**src/rtl/rfps_pkg.sv**
```systemverilog
// ----------------------------------------------------------------------------
// rfps_pkg
// Shared widths, limits and types of the raster five-point smoother.
// ----------------------------------------------------------------------------
package rfps_pkg;

    localparam int MAX_COLS   = 32;
    localparam int COL_W      = $clog2(MAX_COLS);
    localparam int CNT_W      = $clog2(MAX_COLS + 1);
    localparam int PIX_W      = 8;
    localparam int CFG_COLS_W = 6;
    localparam int SUM_W      = PIX_W + 3;

    localparam logic [PIX_W-1:0] PIX_MAX = 8'd255;

    // One unit of work for the smoothing stage: a cell, a flush cell or a
    // window priming read.
    typedef struct packed {
        logic [COL_W-1:0] col;
        logic [PIX_W-1:0] below;
        logic             wsel;
        logic             has_right;
        logic             has_above;
        logic             emit;
        logic             first_cell;
        logic             row_close;
        logic             last_run;
        logic             frame_end;
    } t_step;

    typedef struct packed {
        logic             we;
        logic [COL_W-1:0] waddr;
        logic [PIX_W-1:0] wdata;
        logic             re;
        logic [COL_W-1:0] raddr;
    } t_mem_req;

endpackage

```
**src/rtl/rfps_ram.sv**
```systemverilog
// ----------------------------------------------------------------------------
// rfps_ram
// Simple dual-port line store: one write port, one registered read port.
// ----------------------------------------------------------------------------
module rfps_ram #(
    parameter int DEPTH = 32,
    parameter int WIDTH = 8
) (
    input  logic                     i_clk,
    input  logic                     i_we,
    input  logic [$clog2(DEPTH)-1:0] i_waddr,
    input  logic [WIDTH-1:0]         i_wdata,
    input  logic                     i_re,
    input  logic [$clog2(DEPTH)-1:0] i_raddr,
    output logic [WIDTH-1:0]         o_rdata
);

    logic [WIDTH-1:0] r_mem [DEPTH];
    logic [WIDTH-1:0] r_rdata;

    always_ff @(posedge i_clk) begin
        if (i_re) begin
            r_rdata <= r_mem[i_raddr];
        end
        if (i_we) begin
            r_mem[i_waddr] <= i_wdata;
        end
    end

    assign o_rdata = r_rdata;

endmodule

```
**src/rtl/rfps_ctrl.sv**
```systemverilog
// ----------------------------------------------------------------------------
// rfps_ctrl
// Raster position tracking, line store addressing and end-of-frame flush
// sequencing.
// ----------------------------------------------------------------------------
module rfps_ctrl
    import rfps_pkg::*;
(
    input  logic                  i_clk,
    input  logic                  i_rst_n,
    input  logic [CFG_COLS_W-1:0] i_cfg_cols,
    input  logic                  i_s_tvalid,
    output logic                  o_s_tready,
    input  logic [PIX_W-1:0]      i_s_pixel,
    input  logic                  i_s_eof,
    input  logic                  i_take,
    output logic                  o_issue,
    output t_step                 o_step,
    output t_mem_req              o_mem_a,
    output t_mem_req              o_mem_b
);

    typedef enum logic [1:0] {
        ST_RUN,
        ST_TAIL_UP,
        ST_PRIME,
        ST_TAIL_LAST
    } t_state;

    t_state           r_state, n_state;
    logic [COL_W-1:0] r_col, n_col;
    logic             r_first_row, n_first_row;
    logic             r_sel, n_sel;
    logic [COL_W-1:0] r_j, n_j;
    logic [COL_W-1:0] r_fc, n_fc;
    logic             r_ffirst, n_ffirst;
    logic             r_fsel, n_fsel;

    logic [CNT_W-1:0] cols;
    logic [COL_W-1:0] c;
    logic [CNT_W-1:0] c_next;
    logic [CNT_W-1:0] j_next;
    logic             accept;
    logic [COL_W-1:0] w_ra;
    logic [COL_W-1:0] x_ra;
    t_step            step;
    logic             issue;

    always_comb begin
        if (i_cfg_cols < CFG_COLS_W'(2)) begin
            cols = CNT_W'(2);
        end else if (i_cfg_cols > CFG_COLS_W'(MAX_COLS)) begin
            cols = CNT_W'(MAX_COLS);
        end else begin
            cols = CNT_W'(i_cfg_cols);
        end
    end

    always_comb begin
        if (CNT_W'(r_col) >= CNT_W'(MAX_COLS)) begin
            c = COL_W'(MAX_COLS - 1);
        end else begin
            c = r_col;
        end
    end

    assign c_next     = CNT_W'(c) + CNT_W'(1);
    assign j_next     = CNT_W'(r_j) + CNT_W'(1);
    assign o_s_tready = (r_state == ST_RUN) && i_take;
    assign accept     = i_s_tvalid && o_s_tready;

    always_comb begin
        step  = '0;
        issue = 1'b0;
        w_ra  = '0;
        x_ra  = '0;
        unique case (r_state)
            ST_RUN: begin
                issue           = accept;
                step.col        = c;
                step.below      = i_s_pixel;
                step.wsel       = r_sel;
                step.has_right  = c_next < cols;
                step.has_above  = 1'b1;
                step.emit       = !r_first_row;
                step.first_cell = (c == '0);
                step.row_close  = (c_next >= cols) && !i_s_eof;
                step.last_run   = !i_s_eof;
                w_ra            = c_next[COL_W-1:0];
                x_ra            = c;
            end
            ST_TAIL_UP: begin
                issue          = i_take;
                step.col       = r_j;
                step.wsel      = r_fsel;
                step.has_right = j_next < cols;
                step.has_above = 1'b1;
                step.emit      = 1'b1;
                w_ra           = j_next[COL_W-1:0];
                x_ra           = r_j;
            end
            ST_PRIME: begin
                issue     = i_take;
                step.wsel = !r_fsel;
            end
            ST_TAIL_LAST: begin
                issue          = i_take;
                step.col       = r_j;
                step.wsel      = !r_fsel;
                step.has_right = (r_j < r_fc) && (j_next < cols);
                step.has_above = !r_ffirst;
                step.emit      = 1'b1;
                step.last_run  = (r_j == r_fc);
                step.frame_end = (r_j == r_fc);
                w_ra           = j_next[COL_W-1:0];
                x_ra           = r_j;
            end
            default: begin
                issue = 1'b0;
            end
        endcase
    end

    assign o_issue = issue;
    assign o_step  = step;

    always_comb begin
        o_mem_a.re    = issue;
        o_mem_b.re    = issue;
        o_mem_a.raddr = step.wsel ? x_ra : w_ra;
        o_mem_b.raddr = step.wsel ? w_ra : x_ra;
        o_mem_a.waddr = c;
        o_mem_b.waddr = c;
        o_mem_a.we    = accept && (r_sel || r_first_row);
        o_mem_b.we    = accept && (!r_sel || r_first_row);
        o_mem_a.wdata = r_sel ? i_s_pixel : '0;
        o_mem_b.wdata = r_sel ? '0 : i_s_pixel;
    end

    always_comb begin
        n_state     = r_state;
        n_col       = r_col;
        n_first_row = r_first_row;
        n_sel       = r_sel;
        n_j         = r_j;
        n_fc        = r_fc;
        n_ffirst    = r_ffirst;
        n_fsel      = r_fsel;
        unique case (r_state)
            ST_RUN: begin
                if (accept) begin
                    if (i_s_eof) begin
                        n_fc        = c;
                        n_ffirst    = r_first_row;
                        n_fsel      = r_sel;
                        n_col       = '0;
                        n_first_row = 1'b1;
                        n_sel       = 1'b0;
                        if (!r_first_row && (c_next < cols)) begin
                            n_state = ST_TAIL_UP;
                            n_j     = c_next[COL_W-1:0];
                        end else begin
                            n_state = ST_PRIME;
                        end
                    end else if (c_next >= cols) begin
                        n_col       = '0;
                        n_first_row = 1'b0;
                        n_sel       = !r_sel;
                    end else begin
                        n_col = c_next[COL_W-1:0];
                    end
                end
            end
            ST_TAIL_UP: begin
                if (i_take) begin
                    if (j_next >= cols) begin
                        n_state = ST_PRIME;
                    end else begin
                        n_j = j_next[COL_W-1:0];
                    end
                end
            end
            ST_PRIME: begin
                if (i_take) begin
                    n_state = ST_TAIL_LAST;
                    n_j     = '0;
                end
            end
            ST_TAIL_LAST: begin
                if (i_take) begin
                    if (r_j == r_fc) begin
                        n_state = ST_RUN;
                    end else begin
                        n_j = j_next[COL_W-1:0];
                    end
                end
            end
            default: begin
                n_state = ST_RUN;
            end
        endcase
    end

    always_ff @(posedge i_clk) begin
        if (!i_rst_n) begin
            r_state     <= ST_RUN;
            r_col       <= '0;
            r_first_row <= 1'b1;
            r_sel       <= 1'b0;
        end else begin
            r_state     <= n_state;
            r_col       <= n_col;
            r_first_row <= n_first_row;
            r_sel       <= n_sel;
        end
        r_j      <= n_j;
        r_fc     <= n_fc;
        r_ffirst <= n_ffirst;
        r_fsel   <= n_fsel;
    end

endmodule

```
**src/rtl/rfps_calc.sv**
```systemverilog
// ----------------------------------------------------------------------------
// rfps_calc
// Smoothing stage: line store read data, three-cell window, five-point
// filter and result register.
// ----------------------------------------------------------------------------
module rfps_calc
    import rfps_pkg::*;
(
    input  logic             i_clk,
    input  logic             i_rst_n,
    input  logic             i_mode,
    input  logic             i_issue,
    input  t_step            i_step,
    input  logic [PIX_W-1:0] i_rdata_a,
    input  logic [PIX_W-1:0] i_rdata_b,
    output logic             o_take,
    output logic             o_m_tvalid,
    input  logic             i_m_tready,
    output logic [PIX_W-1:0] o_m_smoothed,
    output logic             o_m_last,
    output logic             o_m_done
);

    logic             r_s1_valid;
    t_step            r_s1;
    logic [PIX_W-1:0] r_left;
    logic [PIX_W-1:0] r_centre;
    logic [PIX_W-1:0] r_first;
    logic             r_out_valid;
    logic [PIX_W-1:0] r_out_data;
    logic             r_out_last;
    logic             r_out_done;

    logic [PIX_W-1:0] rd_w;
    logic [PIX_W-1:0] rd_x;
    logic [PIX_W-1:0] left;
    logic [PIX_W-1:0] right;
    logic [PIX_W-1:0] above;
    logic [SUM_W-1:0] nsum;
    logic [SUM_W-1:0] total;
    logic [SUM_W-3:0] quarter;
    logic [PIX_W:0]   half_sum;
    logic [PIX_W-1:0] result;
    logic             out_free;
    logic             s1_adv;

    assign rd_w = r_s1.wsel ? i_rdata_b : i_rdata_a;
    assign rd_x = r_s1.wsel ? i_rdata_a : i_rdata_b;

    assign left  = (r_s1.col != '0) ? r_left : '0;
    assign right = r_s1.has_right ? rd_w : '0;
    assign above = r_s1.has_above ? rd_x : '0;

    assign nsum  = SUM_W'(left) + SUM_W'(right) + SUM_W'(above) + SUM_W'(r_s1.below);
    assign total = nsum + SUM_W'(r_centre);

    assign quarter  = total[SUM_W-1:2];
    assign half_sum = {1'b0, nsum[PIX_W+1:2]} + {1'b0, r_centre};

    always_comb begin
        if (i_mode) begin
            result = half_sum[PIX_W:1];
        end else if (quarter > (SUM_W-2)'(PIX_MAX)) begin
            result = PIX_MAX;
        end else begin
            result = quarter[PIX_W-1:0];
        end
    end

    assign out_free = !r_out_valid || i_m_tready;
    assign s1_adv   = r_s1_valid && (!r_s1.emit || out_free);
    assign o_take   = !r_s1_valid || s1_adv;

    always_ff @(posedge i_clk) begin
        if (!i_rst_n) begin
            r_s1_valid  <= 1'b0;
            r_out_valid <= 1'b0;
        end else begin
            if (o_take) begin
                r_s1_valid <= i_issue;
            end
            if (s1_adv && r_s1.emit) begin
                r_out_valid <= 1'b1;
            end else if (i_m_tready) begin
                r_out_valid <= 1'b0;
            end
        end
        if (o_take && i_issue) begin
            r_s1 <= i_step;
        end
        if (s1_adv) begin
            r_left   <= r_centre;
            r_centre <= r_s1.row_close ? r_first : rd_w;
            if (r_s1.first_cell) begin
                r_first <= r_s1.below;
            end
        end
        if (s1_adv && r_s1.emit) begin
            r_out_data <= result;
            r_out_last <= r_s1.last_run;
            r_out_done <= r_s1.frame_end;
        end
    end

    assign o_m_tvalid   = r_out_valid;
    assign o_m_smoothed = r_out_data;
    assign o_m_last     = r_out_last;
    assign o_m_done     = r_out_done;

endmodule

```
**src/rtl/raster_five_point_smoother.sv**
```systemverilog
// ----------------------------------------------------------------------------
// raster_five_point_smoother
// Five-point smoothing of an 8-bit raster map streamed in raster order.
//
// Input stream: one cell per request in tdata, tlast marks the final cell of
// the map. Output stream: one smoothed cell per request in tdata, tlast on
// the last result caused by an input cell, tuser on the final cell of the map.
// A cell's result leaves once the cell below it has been taken; the first
// row gives no results while it is being taken.
// Cells are taken at one per cycle while the receiver does not stall. The
// line store read and the pipeline stage are registered, and the result
// register follows them. The input cell marked end of frame starts a flush
// that walks the rest of the previous row and then the whole final row, one
// result per cycle while the receiver does not stall, plus one priming read.
// No input is taken during the flush.
// A stalled receiver holds the result register and, behind it, the pipeline
// stage and the input. Reset returns to the top of a frame; the line store
// contents need no clearing. Registers: mode at 0x0, row length at 0x4.
// ----------------------------------------------------------------------------
module raster_five_point_smoother
    import rfps_pkg::*;
(
    input  logic        i_clk,
    input  logic        i_rst_n,
    // APB configuration port
    input  logic        psel,
    input  logic        penable,
    input  logic        pwrite,
    input  logic [2:0]  paddr,
    input  logic [31:0] pwdata,
    output logic [31:0] prdata,
    output logic        pready,
    // input stream
    input  logic        s_axis_tvalid,
    output logic        s_axis_tready,
    input  logic [7:0]  s_axis_tdata,   // [7:0] pixel_in
    input  logic        s_axis_tlast,   // end_of_frame
    // output stream
    output logic        m_axis_tvalid,
    input  logic        m_axis_tready,
    output logic [7:0]  m_axis_tdata,   // [7:0] smoothed
    output logic        m_axis_tlast,   // last_in_run
    output logic        m_axis_tuser    // [0] frame_done
);

    localparam logic REG_MODE = 1'b0;
    localparam logic REG_COLS = 1'b1;

    logic                  r_mode;
    logic [CFG_COLS_W-1:0] r_cols;

    logic                  cfg_wr;
    logic                  take;
    logic                  issue;
    t_step                 step;
    t_mem_req              mem_a;
    t_mem_req              mem_b;
    logic [PIX_W-1:0]      rdata_a;
    logic [PIX_W-1:0]      rdata_b;

    assign pready = 1'b1;
    assign cfg_wr = psel && penable && pwrite && pready;

    always_ff @(posedge i_clk) begin
        if (!i_rst_n) begin
            r_mode <= 1'b0;
            r_cols <= CFG_COLS_W'(32);
        end else if (cfg_wr) begin
            unique case (paddr[2])
                REG_MODE: r_mode <= pwdata[0];
                REG_COLS: r_cols <= pwdata[CFG_COLS_W-1:0];
                default:  r_mode <= r_mode;
            endcase
        end
    end

    always_comb begin
        unique case (paddr[2])
            REG_MODE: prdata = {31'd0, r_mode};
            REG_COLS: prdata = {{(32 - CFG_COLS_W){1'b0}}, r_cols};
            default:  prdata = '0;
        endcase
    end

    rfps_ctrl u_ctrl (
        .i_clk      (i_clk),
        .i_rst_n    (i_rst_n),
        .i_cfg_cols (r_cols),
        .i_s_tvalid (s_axis_tvalid),
        .o_s_tready (s_axis_tready),
        .i_s_pixel  (s_axis_tdata),
        .i_s_eof    (s_axis_tlast),
        .i_take     (take),
        .o_issue    (issue),
        .o_step     (step),
        .o_mem_a    (mem_a),
        .o_mem_b    (mem_b)
    );

    rfps_ram #(
        .DEPTH (MAX_COLS),
        .WIDTH (PIX_W)
    ) u_store_a (
        .i_clk   (i_clk),
        .i_we    (mem_a.we),
        .i_waddr (mem_a.waddr),
        .i_wdata (mem_a.wdata),
        .i_re    (mem_a.re),
        .i_raddr (mem_a.raddr),
        .o_rdata (rdata_a)
    );

    rfps_ram #(
        .DEPTH (MAX_COLS),
        .WIDTH (PIX_W)
    ) u_store_b (
        .i_clk   (i_clk),
        .i_we    (mem_b.we),
        .i_waddr (mem_b.waddr),
        .i_wdata (mem_b.wdata),
        .i_re    (mem_b.re),
        .i_raddr (mem_b.raddr),
        .o_rdata (rdata_b)
    );

    rfps_calc u_calc (
        .i_clk        (i_clk),
        .i_rst_n      (i_rst_n),
        .i_mode       (r_mode),
        .i_issue      (issue),
        .i_step       (step),
        .i_rdata_a    (rdata_a),
        .i_rdata_b    (rdata_b),
        .o_take       (take),
        .o_m_tvalid   (m_axis_tvalid),
        .i_m_tready   (m_axis_tready),
        .o_m_smoothed (m_axis_tdata),
        .o_m_last     (m_axis_tlast),
        .o_m_done     (m_axis_tuser)
    );

endmodule
```
**config.mk**
```make
export PLATFORM = sky130hd
export DESIGN_NAME = raster_five_point_smoother
export DESIGN_NICKNAME = d
export VERILOG_FILES = /design/src/rtl/rfps_pkg.sv /design/src/rtl/rfps_ram.sv /design/src/rtl/rfps_ctrl.sv /design/src/rtl/rfps_calc.sv /design/src/rtl/raster_five_point_smoother.sv
export SDC_FILE = /design/constraint.sdc
export NUM_CORES = 1
export LEC_CHECK = 0
export BUFFER_PORTS_ARGS = -buffer_cell sky130_fd_sc_hd__buf_2
export CORE_MARGIN = 8
export CORE_UTILIZATION = 35
export CTS_BUF_LIST = sky130_fd_sc_hd__clkbuf_4
export CTS_CLUSTER_SIZE = 40
export DETAILED_ROUTE_END_ITERATION = 7
export PLACE_DENSITY = 0.63
export RECOVER_POWER = 25
export SYNTH_ARGS = -nofsm -noshare
export SYNTH_HDL_FRONTEND = slang
export SYNTH_HIERARCHICAL = 1
export SYNTH_SLANG_ARGS = --single-unit
```
**constraint.sdc**
```tcl
create_clock -name i_clk -period 5.4 [get_ports i_clk]
set_input_delay 0.81 -clock i_clk [delete_from_list [all_inputs] [get_ports i_clk]]
set_output_delay 0.81 -clock i_clk [all_outputs]
set_load 0.05 [all_outputs]
```
* Word level (Yosys, flattened, before mapping)
Memory sizes are Yosys's and may differ from the RTL's. A register that Yosys moved wholly into a read port is not among the register bits. Index checks and enable logic that the tools add are counted. W data, S select, Z words.
Storage, ports and cells: register bits 85, bits in writable memories 512, bits of input ports 51, output and inout bits 45, logic and storage cells 152, memories 2
Cells by class: $add $sub $neg 7, order comparisons 8, equal/unequal tests 14, mux-type cells 51, bitwise gates (word level) 1, reduce and logical (&&, ||, !) cells 41
Memories:
- u_store_a.r_mem | depth 32, width 8, rd ports 1, clocked after Yosys merged registers in 1, write ports 1, line rfps_ram.sv:18 | logic [WIDTH-1:0] r_mem [DEPTH];
- u_store_b.r_mem | depth 32, width 8, rd ports 1, clocked after Yosys merged registers in 1, write ports 1, line rfps_ram.sv:18
Operators with widths (count):
- $mux W8 | 10
- $pmux W32 S2 | 1
- $mux W5 | 12
- $add A11 B8 Y11 | 3
- $pmux W5 S2 | 2
- $pmux W5 S4 | 1
- $add A8 B8 Y9 | 2
- $mux W2 | 8
- $add A5 B1 Y6 const B | 2
- $ge A6 B6 Y1 | 2
- $logic_and A1 B1 Y1 | 12
- $lt A6 B6 Y1 | 2
- $mux W6 | 2
- $ne A2 B1 Y1 const B | 6
- $mux W1 | 10
- $gt A9 B8 Y1 const B | 1
- $pmux W3 S3 | 1
- $logic_not A1 Y1 | 8
- $ne A2 B2 Y1 const B | 4
- $pmux W2 S4 | 1
- $reduce_and A2 Y1 | 4
- $reduce_and A8 Y1 | 1
- $reduce_and A7 Y1 | 1
- $gt A6 B6 Y1 const B | 1
- other kinds (16) | 25

* Depth between registers and ports, before layout
depth in word-level cells 10, mapped depth 24, mapped depth without buffers 24

* Hierarchy
Netlist, hierarchy kept.
By module, submodules not included:
- rfps_ram | instances 2, cells an instance 417, area each 10133.5 sq um, sequential area each 7927.6 sq um
- rfps_calc | instances 1, cells an instance 326, area each 3771.1 sq um, sequential area each 1691.6 sq um
- rfps_ctrl | instances 1, cells an instance 262, area each 2124.5 sq um, sequential area each 540.5 sq um
- raster_five_point_smoother | instances 1, cells an instance 66, area each 556.8 sq um, sequential area each 140.1 sq um

* Worst setup path before layout
OpenSTA, ideal clock, no wires.
path type reg-to-reg, from register u_calc/r_s1[16] (netlist name), to register u_calc.r_out_data[7] (netlist: u_calc/o_m_smoothed[7]) (data pin), library setup time 269 ps, arrival time 4894 ps, setup slack 237 ps, stages on the path, launching flop included 24, period minus slack after synthesis 5163 ps, cells stage by stage edfxtp_1 > or4_1 > nor2_1 > nor2b_1 > ha_1 > fa_1 > a21o_1 > a21oi_1 > o21bai_1 > a21oi_1 > xor2_1 > fa_1 > inv_1 > ha_1 > o21ai_0 > o21bai_1 > nand2_1 > and3_1 > ha_1 > o21ai_0 > or2b_1 > o41a_1 > a211oi_1 > a21oi_1
Between the ends: word-level cells in the longest chain between the ends 9, elaborated cells on any way between the ends 10, classes of those cells add/sub (5); order compare (1); mux (3); reduce/logical (1)
RTL lines:
- from (decl) | line rfps_calc.sv:25 | t_step r_s1;
- from (signal assigned) | line rfps_calc.sv:89 | r_s1 <= i_step;
- $reduce_bool A5 Y1 (*) | line rfps_calc.sv:50 | assign left = (r_s1.col != '0) ? r_left : '0;
- $mux W8 (*) | line rfps_calc.sv:50
- $add A8 B8 Y9 (*) | line rfps_calc.sv:54 | assign nsum = SUM_W'(left) + SUM_W'(right) + SUM_W'(above) + SUM_W'(r_s1.below);
- $add A11 B8 Y11 (*) (2 in a row) | line rfps_calc.sv:54
- $add A11 B8 Y11 | line rfps_calc.sv:55 | assign total = nsum + SUM_W'(r_centre);
- $gt A9 B8 Y1 | line rfps_calc.sv:63 | end else if (quarter > (SUM_W-2)'(PIX_MAX)) begin
- $mux W8 | line rfps_calc.sv:63
- $mux W8 (*) | line rfps_calc.sv:61 | if (i_mode) begin
- named net u_calc.result[7] | line rfps_calc.sv:43 | logic [PIX_W-1:0] result;
- to (signal assigned) | line rfps_calc.sv:99 | r_out_data <= result;
- to (decl) | line rfps_calc.sv:30 | logic [PIX_W-1:0] r_out_data;
Mark *: on every way through the listed nets, which the timed path passes. The rest lies on a longest branch. A chain may end at the register's enable or synchronous reset.

* Final worst setup path
Ends and elaborated chain as after synthesis.

==> out/qor.yml <==
cts:
  clock_latency_ns: 0.99
  cts_sinks: 613
  clock_path_buffers: 3
  root_buffer: "clkbuf_4"
  numCtsBuffers: 158
  tritoncts: "yes"
  htree_levels: 4
  clk_pin_slew_ns: 0.06
global_route:
  grt.met1_usage: 0.182
  first_global_vias: 14461
  grt_first_pass_wirelength_mm: 88.5
  gr-usage-met2: 0.215
  antenna_found_initial: 4
  grt_start_max_net_pins: 65
  grt.overflow.total: 0
  grtUsageTotal: 0.137
  use_met3: 0.0338
  gr-max-usage-layer: "met2"
run_status:
  violations: "max-capacitance violations, max-slew violations"
  status: "complete, but fails checks"
final_layout:
  multiInputGateArea_mm2: 0.00804
  fillerInstances: 6828
  nNetsFinal: 1780
  area.sequential_mm2: 0.0182
  layout-drive-gt1-share: 0.320
  syn_to_final_growth_pct: 13.4
detailed_routing:
  drc: 0
  via_per_inst: 5.13
  wl_per_cell_um: 21.5
  drt_iter0_drc: 1029
  dr.pass1.iters: 5
  drt_wl_total_mm: 59.6
  vias: 14192
  drtAntennaViolNets: 0
worst_hold_path:
  hold_path_startpoint: "pwdata[5]"
  min_path_cells: 3
  min_to: "r_cols[5]"
  min_path_type: "in -> reg"
die:
  pin_count: 96
  num_rows: 101
  start_util: 0.352
  die_h_um: 292
  core_area_mm2: 0.0758
  die_area_mm2: 0.0854
  die_w_um: 292
sta:
  slew_headroom: -0.0885
  tightest_slew_ns: 1.63
  fin_skew_ns: 0.0937
  finalCritPeriodShare: 0.957
  period_needed_ns: 5.17
  slew_viol_final: 148
  tns_ns: 0
  hold_violations: 0
  fmax_mhz: 193
  setup-violations-final: 0
synthesis:
  synth_edf_count: 595
  syn_avg_cell_area_um2: 18.0
  ys_seq_area_frac: 0.682
  syn_area_mm2: 0.0267
  ys_async_sr_fraction: 0
  synthXorXnorAreaFrac: 0.00848
  muxShareOfSynthArea: 0.158
  syn_inst: 1488
  yosys_warnings: 6
  synth-compound-area-share: 0.0351
  yosys_register_bits: 613
  yosys.area_share.simple: 0.0546
  synth_cell_types: 73
  synth_top_family_by_area: "multiplexers"
  synth_ff_type: "edfxtp_1"
  synth_adder_area_share: 0.0335
setup_path:
  reg2reg_to: "u_calc/o_m_smoothed[7]"
  worst-endpoint-required_ns: 6.08
  r2r_slack_ns: 0.23
  endpoint_kind: "flop"
  arrival_ns: 5.85
  cp-startpoint: "u_calc/r_s1[16]"
  crit_fanout: 3
  worstSetupPathType: "reg -> reg"
  crit_path_start_kind: "flop"
  r2r_cells: 24
  timing.rr.start: "u_calc/r_s1[16]"
place:
  dpl.hpwl_mm: 38.5
  gp_congestion: 0.777
  portBuffers: 40
flow_run:
  drv_cap: 6
state kept, by name, indices dropped and copies added, names as in the netlist, 2 cells and up:
register / cells
u_ctrl/c: 5
u_store_a/r_mem: 256
r_cols: 6
u_store_b/r_mem: 256
u_store_a/o_rdata: 8
u_ctrl/r_j: 5
u_calc/r_centre: 8
u_calc/r_s1: 21
u_calc/o_m_smoothed: 8
u_calc/r_left: 8
u_ctrl/r_fc: 5
u_store_b/o_rdata: 8
u_calc/r_first: 8
u_ctrl/r_state: 2
critical path, cell delays in order (launching register included):
cell,delay (ns)
edfxtp_1,0.38
or4_4,0.54
nor2_2,0.09
buf_4,0.13
nor2b_1,0.05
ha_2,0.20
fa_2,0.37
a21o_1,0.18
a21oi_2,0.15
o21bai_1,0.09
a21oi_2,0.20
xor2_2,0.10
fa_1,0.53
inv_1,0.07
ha_4,0.25
buf_4,0.13
xnor2_1,0.22
buf_4,0.15
ha_1,0.24
o21ai_1,0.13
o21bai_1,0.15
a21oi_2,0.21
o21bai_1,0.09
a21oi_1,0.17
a21oi_1,0.08
worst max path at each step:
stage / depth (start not counted) / to / slack [ns]
6_report: 24 / u_calc/o_m_smoothed[7] / 0.23
5_1_grt: 25 / u_calc/o_m_smoothed[7] / -0.06
4_1_cts: 25 / u_calc/o_m_smoothed[1] / 0.04
3_5_place_dp: 24 / u_calc/o_m_smoothed[7] / -0.06
3_3_place_gp: 24 / u_calc/o_m_smoothed[7] / 0.03
2_1_floorplan: 23 / u_calc/o_m_smoothed[7] / 0.24
metrics by stage:
step / hold WS [ns] / cell area [µm²] / cells / setup slack [ns] / utilization
4_1_cts: 0.00914 / 30100 / 2757 / 0.0443 / 0.398
2_1_floorplan: 0.400 / 26800 / 1513 / 0.237 / -
5_1_grt: 0.0671 / 30300 / 2764 / -0.0569 / 0.399
6_report: 0.143 / 30300 / 2768 / 0.230 / 0.400
3_3_place_gp: 0.410 / 28100 / 2475 / 0.0272 / 0.371
3_5_place_dp: 0.412 / 28100 / 2475 / -0.0563 / 0.371
cell usage in the layout (no fill, tap or decap), drive strengths merged, types with 11 or more instances in the layout:
| master | Yosys | final |
|---|---|---|
| ha | 54 | 54 |
| dfxtp | 18 | 18 |
| clkbuf | 23 | 231 |
| fa | 11 | 11 |
| nor2b | 25 | 25 |
| edfxtp | 595 | 595 |
| nor2 | 104 | 104 |
| inv | 47 | 51 |
| conb | 2 | 27 |
| xnor2 | 13 | 13 |
| nand2 | 69 | 69 |
| mux4 | 160 | 160 |
| and2 | 31 | 31 |
| nand3 | 16 | 16 |
| nand3b | 12 | 12 |
| clkinv | 0 | 51 |
| mux2 | 46 | 46 |
| xor2 | 12 | 12 |
| o21ai | 20 | 20 |
| a21oi | 32 | 32 |
| buf | 68 | 69 |
routing by layer:
layer / routed length (µm) / up-vias
met5: 0 / -
met4: 1460 / 0
met3: 4090 / 103
met2: 28500 / 507
met1: 25500 / 7250
li1: - / 6332
synth_stat cells, types with 7 or more instances:
cell type / count / area share
a21o_1: 8 / 0.0022
a21oi_1: 32 / 0.0060
a22oi_1: 9 / 0.0025
and2_1: 26 / 0.0061
buf_1: 12 / 0.0017
buf_4: 48 / 0.013
clkbuf_1: 23 / 0.0032
dfxtp_1: 18 / 0.013
edfxtp_1: 595 / 0.67
fa_1: 11 / 0.0082
ha_1: 54 / 0.025
inv_1: 47 / 0.0066
mux2_2: 46 / 0.019
mux2i_1: 10 / 0.0037
mux4_2: 160 / 0.13
nand2_1: 68 / 0.0096
nand3_1: 16 / 0.0030
nand3b_1: 12 / 0.0034
nor2_1: 103 / 0.014
nor2b_1: 24 / 0.0056
o211ai_1: 7 / 0.0020
o21a_1: 7 / 0.0020
o21ai_0: 19 / 0.0036
xnor2_1: 12 / 0.0039
xor2_1: 12 / 0.0039
area by class of cell:
cell class	instances	share of cell area
clock inverter	60	0.0120
antenna	7	0.000578
clock buffer	219	0.0543
inverter	47	0.00582
multi-input combinational	760	0.265
tap	978	0.0404
sequential	613	0.602
timing repair buffer	84	0.0201
kinds of logic after synthesis:
| family | count (synthesis) |
|---|---|
| xor gates and xnor gates | 25 |
| AOI/OAI and AO/OA | 131 |
| muxes | 216 |
| adders and majority gates | 65 |
| other | 2 |
| buffers and inverters | 140 |
| and+or+nand+nor | 296 |
| DFF | 613 |
timing repair:
action                     4_1_cts  5_1_grt
pin swaps                        1       13
setup endpoints to repair        4        8
gates resized for setup          2       30
buffers inserted                 0        4
hold endpoints to repair         3        0
hold buffers                     3        0
Power is not shown: default switching activity piles up to over one toggle a cycle in this logic, so the estimate is an artifact.
